$ cat src/sv/dham_ram.sv
`timescale 1ns / 1ps

module dham_ram #(
    parameter int WIDTH = 64,
    parameter int DEPTH = 64
) (
    input  logic                                    i_clk,
    input  logic                                    i_we,
    input  logic [((DEPTH > 1) ? $clog2(DEPTH) : 1)-1:0] i_waddr,
    input  logic [WIDTH-1:0]                        i_wdata,
    input  logic                                    i_re,
    input  logic [((DEPTH > 1) ? $clog2(DEPTH) : 1)-1:0] i_raddr,
    output logic [WIDTH-1:0]                        o_rdata
);

    logic [WIDTH-1:0] r_mem [DEPTH];
    logic [WIDTH-1:0] r_rdata;

    // One write port and one registered read port.
    always_ff @(posedge i_clk) begin
        if (i_we) begin
            r_mem[i_waddr] <= i_wdata;
        end
        if (i_re) begin
            r_rdata <= r_mem[i_raddr];
        end
    end

    assign o_rdata = r_rdata;

endmodule

$ cat config.mk
export PLATFORM = sky130hd
export DESIGN_NAME = dham_ram
export DESIGN_NICKNAME = d
export VERILOG_FILES = /design/src/sv/dham_ram.sv
export SDC_FILE = /design/constraint.sdc
export NUM_CORES = 2
export LEC_CHECK = 0
export BUFFER_PORTS_ARGS = -buffer_cell sky130_fd_sc_hd__buf_2
export CORE_ASPECT_RATIO = 0.5
export CORE_MARGIN = 8
export CORE_UTILIZATION = 59
export DETAILED_ROUTE_END_ITERATION = 16
export HOLD_SLACK_MARGIN = 0.05
export PLACE_DENSITY = 0.75
export SLEW_MARGIN = 20
export SYNTH_ARGS = -nofsm -noshare
export SYNTH_HDL_FRONTEND = slang
export SYNTH_SLANG_ARGS = --single-unit
export TNS_END_PERCENT = 30
$ cat constraint.sdc
create_clock -name i_clk -period 7.8 [get_ports i_clk]
set_input_delay 0.78 -clock i_clk [delete_from_list [all_inputs] [get_ports i_clk]]
set_output_delay 0.78 -clock i_clk [all_outputs]
set_load 0.005 [all_outputs]
==> impl_metrics.env <==
export IMPL_initial_core_util_pct=59.1
export IMPL_irDropWorstVdd_uv=179
export IMPL_hold_ws_ns=0.337
export IMPL_critical_path_slowest_cell="buf_4"
export IMPL_stdcell_count=10732
export IMPL_drive_gt1_share_pct=27.0
export IMPL_relSlewSlack_pct=17.2
export IMPL_synth_seq_area_share_pct=79.6
export IMPL_fmaxAchievable_mhz=272
export IMPL_skew_ns=0.0616
export IMPL_clk_pin_slew_worst_paths_ns=0.07
export IMPL_ctsHtreeMaxLevel=5
export IMPL_cts_root_buf="clkbuf_16"
export IMPL_min_from="i_wdata[33]"
export IMPL_cp_start_kind="input pin"
export IMPL_dr_first_iter_drc_count=13768
export IMPL_grt_first_pass_wirelength_um=598000
export IMPL_firstDrtPassIters=6
export IMPL_tns_ns=0
export IMPL_yosysTopAreaCell="edfxtp_1"
export IMPL_synth_area_um2=157000
export IMPL_dp_cells=10084
export IMPL_drc=0
export IMPL_arrival_ns=4.28
export IMPL_power_total_mw=44.1
export IMPL_vias=78864
export IMPL_whs_endpoint="r_mem[46][33]"
export IMPL_crit_type="input pin to register"
export IMPL_final_core_util_pct=65.4
export IMPL_tritoncts="yes"
export IMPL_rsz0062_at_grt="false"
export IMPL_cp_top_family="buffers and inverters"
export IMPL_coreArea_um2=266000
export IMPL_synthTopCellsByArea="edfxtp_1 80%, mux4_2 15%, mux2i_1 0.86%, a22oi_1 0.80%, buf_2 0.54%"
export IMPL_fillCellCount=15914
export IMPL_die_x_um=745
export IMPL_final_antenna_net_count=0
export IMPL_cp_max_fo=81
export IMPL_drv_slew=0
export IMPL_synth_seq_cells=4160
export IMPL_cts_hold_buf=0
export IMPL_synthTopCellsByCount="4160 x edfxtp_1, 1024 x mux4_2, 170 x buf_2, 168 x a22oi_1, 140 x clkbuf_1"
export IMPL_hpwlAfterDp_um=224000
export IMPL_grt_pass1_vias=77468
export IMPL_hp_class="input pin to register"
export IMPL_finalCritPeriodShare_pct=47.1
export IMPL_wirelength_um=433000
export IMPL_status="completed"
export IMPL_worst_r2r_cell_count=5
export IMPL_die_h_um=381
export IMPL_holdPathStages=1
export IMPL_area_growth_pct=10.7
export IMPL_end_kind="register"
export IMPL_gp_congestion=0.815
export IMPL_cap_violations=0
export IMPL_r2r_slack_ns=5.23
export IMPL_wl_per_cell_um=40.3
export IMPL_clk_path_buf_depth=4
export IMPL_synth_area_per_cell_um2=23.8
export IMPL_ys_warn_count=0
export IMPL_cts_made_buffers=346
export IMPL_final_hold_viol_count=0
export IMPL_power_leakage_nw=53.6
export IMPL_place_area_um2=163000
export IMPL_antenna_found_initial=29
export IMPL_dieArea_um2=284000
export IMPL_synthArstFlopShare_pct=0
export IMPL_cp_slowest_stage_delay_ns=0.83
export IMPL_clock_latency_ns=0.88
export IMPL_crit_top_cell="buf_4"
export IMPL_rows=134
export IMPL_r2r_start="r_mem[11][48]"
export IMPL_grt_overflow_total=0
export IMPL_synth_top_area_share_pct=79.6
export IMPL_worstReg2RegEnd="o_rdata[48]"
export IMPL_grt_usage_pct=29.9
export IMPL_syn_num_nets=6677
export IMPL_cts_resized_gates=0
export IMPL_synth_edf_count=4160
export IMPL_setup_ws_ns=4.13
export IMPL_io_pins=143
export IMPL_cts_setup_buffers=0
export IMPL_io_buffer_count=142
export IMPL_ys_flop_type="edfxtp_1"
export IMPL_crit_chain="buf_12, buf_4, buf_4, mux4_2, mux2i_1, o22ai_1, a41oi_1, a211oi_1"
export IMPL_finalCriticalPeriod_ns=3.67
export IMPL_path_buf_inv=3
export IMPL_nNetsFinal=6978
export IMPL_synth_distinct_cells=32
export IMPL_cp_required_ns=8.40
export IMPL_p_per_area_nw_per_um2=254
export IMPL_worst_pin_slew_ns=1.24
export IMPL_grt_max_degree=130
export IMPL_setup_viol=0
export IMPL_synth_most_common_cell="edfxtp_1"
export IMPL_synthCells=6598
export IMPL_cts_sinks=4160
export IMPL_via_per_inst=7.35
export IMPL_final_area_um2=174000
export IMPL_pre_cts_slack_ns=3.17
[cell type report]
| type | instances | area (um2) | share of cell area, % |
|---|---|---|---|
| Sequential cell | 4160 | 125000 | 71.9 |
| Multi-Input combinational cell | 2049 | 30800 | 17.7 |
| Clock buffer | 415 | 9090 | 5.23 |
| Tap cell | 3536 | 4420 | 2.55 |
| Timing Repair Buffer | 323 | 2610 | 1.50 |
| Clock inverter | 203 | 1790 | 1.03 |
| Inverter | 19 | 71.3 | 0.0410 |
| Antenna cell | 27 | 67.6 | 0.0389 |
[per-layer routing]
layer	vias to the layer above	share of wire (%)	GRT usage, %
li1	29105	-	-
met1	41394	36	42.7
met2	7259	45	44.6
met3	1094	15	7.95
met4	12	4.7	11.7
met5	-	0.016	0
[worst max path at each step]
| stage | depth (start not counted) | endpoint | from | slack, ns |
|---|---|---|---|---|
| after floorplan | 4 | r_mem[48][0] | i_waddr[3] | 1.58 |
| after global placement | 8 | o_rdata[4] | i_raddr[0] | 3.21 |
| after detailed placement | 8 | o_rdata[4] | i_raddr[0] | 3.17 |
| after CTS | 8 | o_rdata[4] | i_raddr[0] | 4.13 |
| after global routing | 8 | o_rdata[4] | i_raddr[0] | 3.90 |
| final | 8 | o_rdata[4] | i_raddr[0] | 4.13 |
[kinds of logic after synthesis]
group,Yosys count,share of synthesized area (%)
AO/OA/AOI/OAI,504,2.47
flip-flops,4160,79.6
buffers and inverters,389,1.18
multiplexers,1159,15.6
AND/OR/NAND/NOR,386,1.23
[layout by cell type (no fill, tap or decap), types with 29 or more instances in the layout]
cell and n:
buf_4 160, clkinv_2 68, clkbuf_16 354, mux2i_1 135, bufinv_16 29, buf_2 123, clkbuf_1 61, a22o_1 88
o221ai_1 38, a211oi_1 63, nor2_4 64, clkinv_1 76, and3_1 64, nand2_1 56, a22oi_1 168, edfxtp_1 4160
nand3_1 45, or3_1 29, nor2_1 47, o22ai_1 83, mux4_2 1024, buf_12 35
[report_power, final]
part / internal [mW] / switching (mW) / leakage (nW) / total, mW
Sequential: 24.8 / 0.0920 / 37.5 / 24.9
Clock: 9.30 / 7.87 / 5.32 / 17.2
Combinational: 0.754 / 1.34 / 10.9 / 2.09
[sequential cells by signal, summed over array words and instances, names as in the netlist]
| register | count |
|---|---|
| o_rdata | 64 |
| r_mem | 4096 |
[worst register-to-register path: stages (launching register included)]
cell      delay (ns)
edfxtp_1        0.36
mux4_2          0.47
nor2b_1         0.15
a211oi_1        0.67
o22ai_1         0.44
and3_1          0.27
Note: power is estimated with default switching activity, not from simulation.
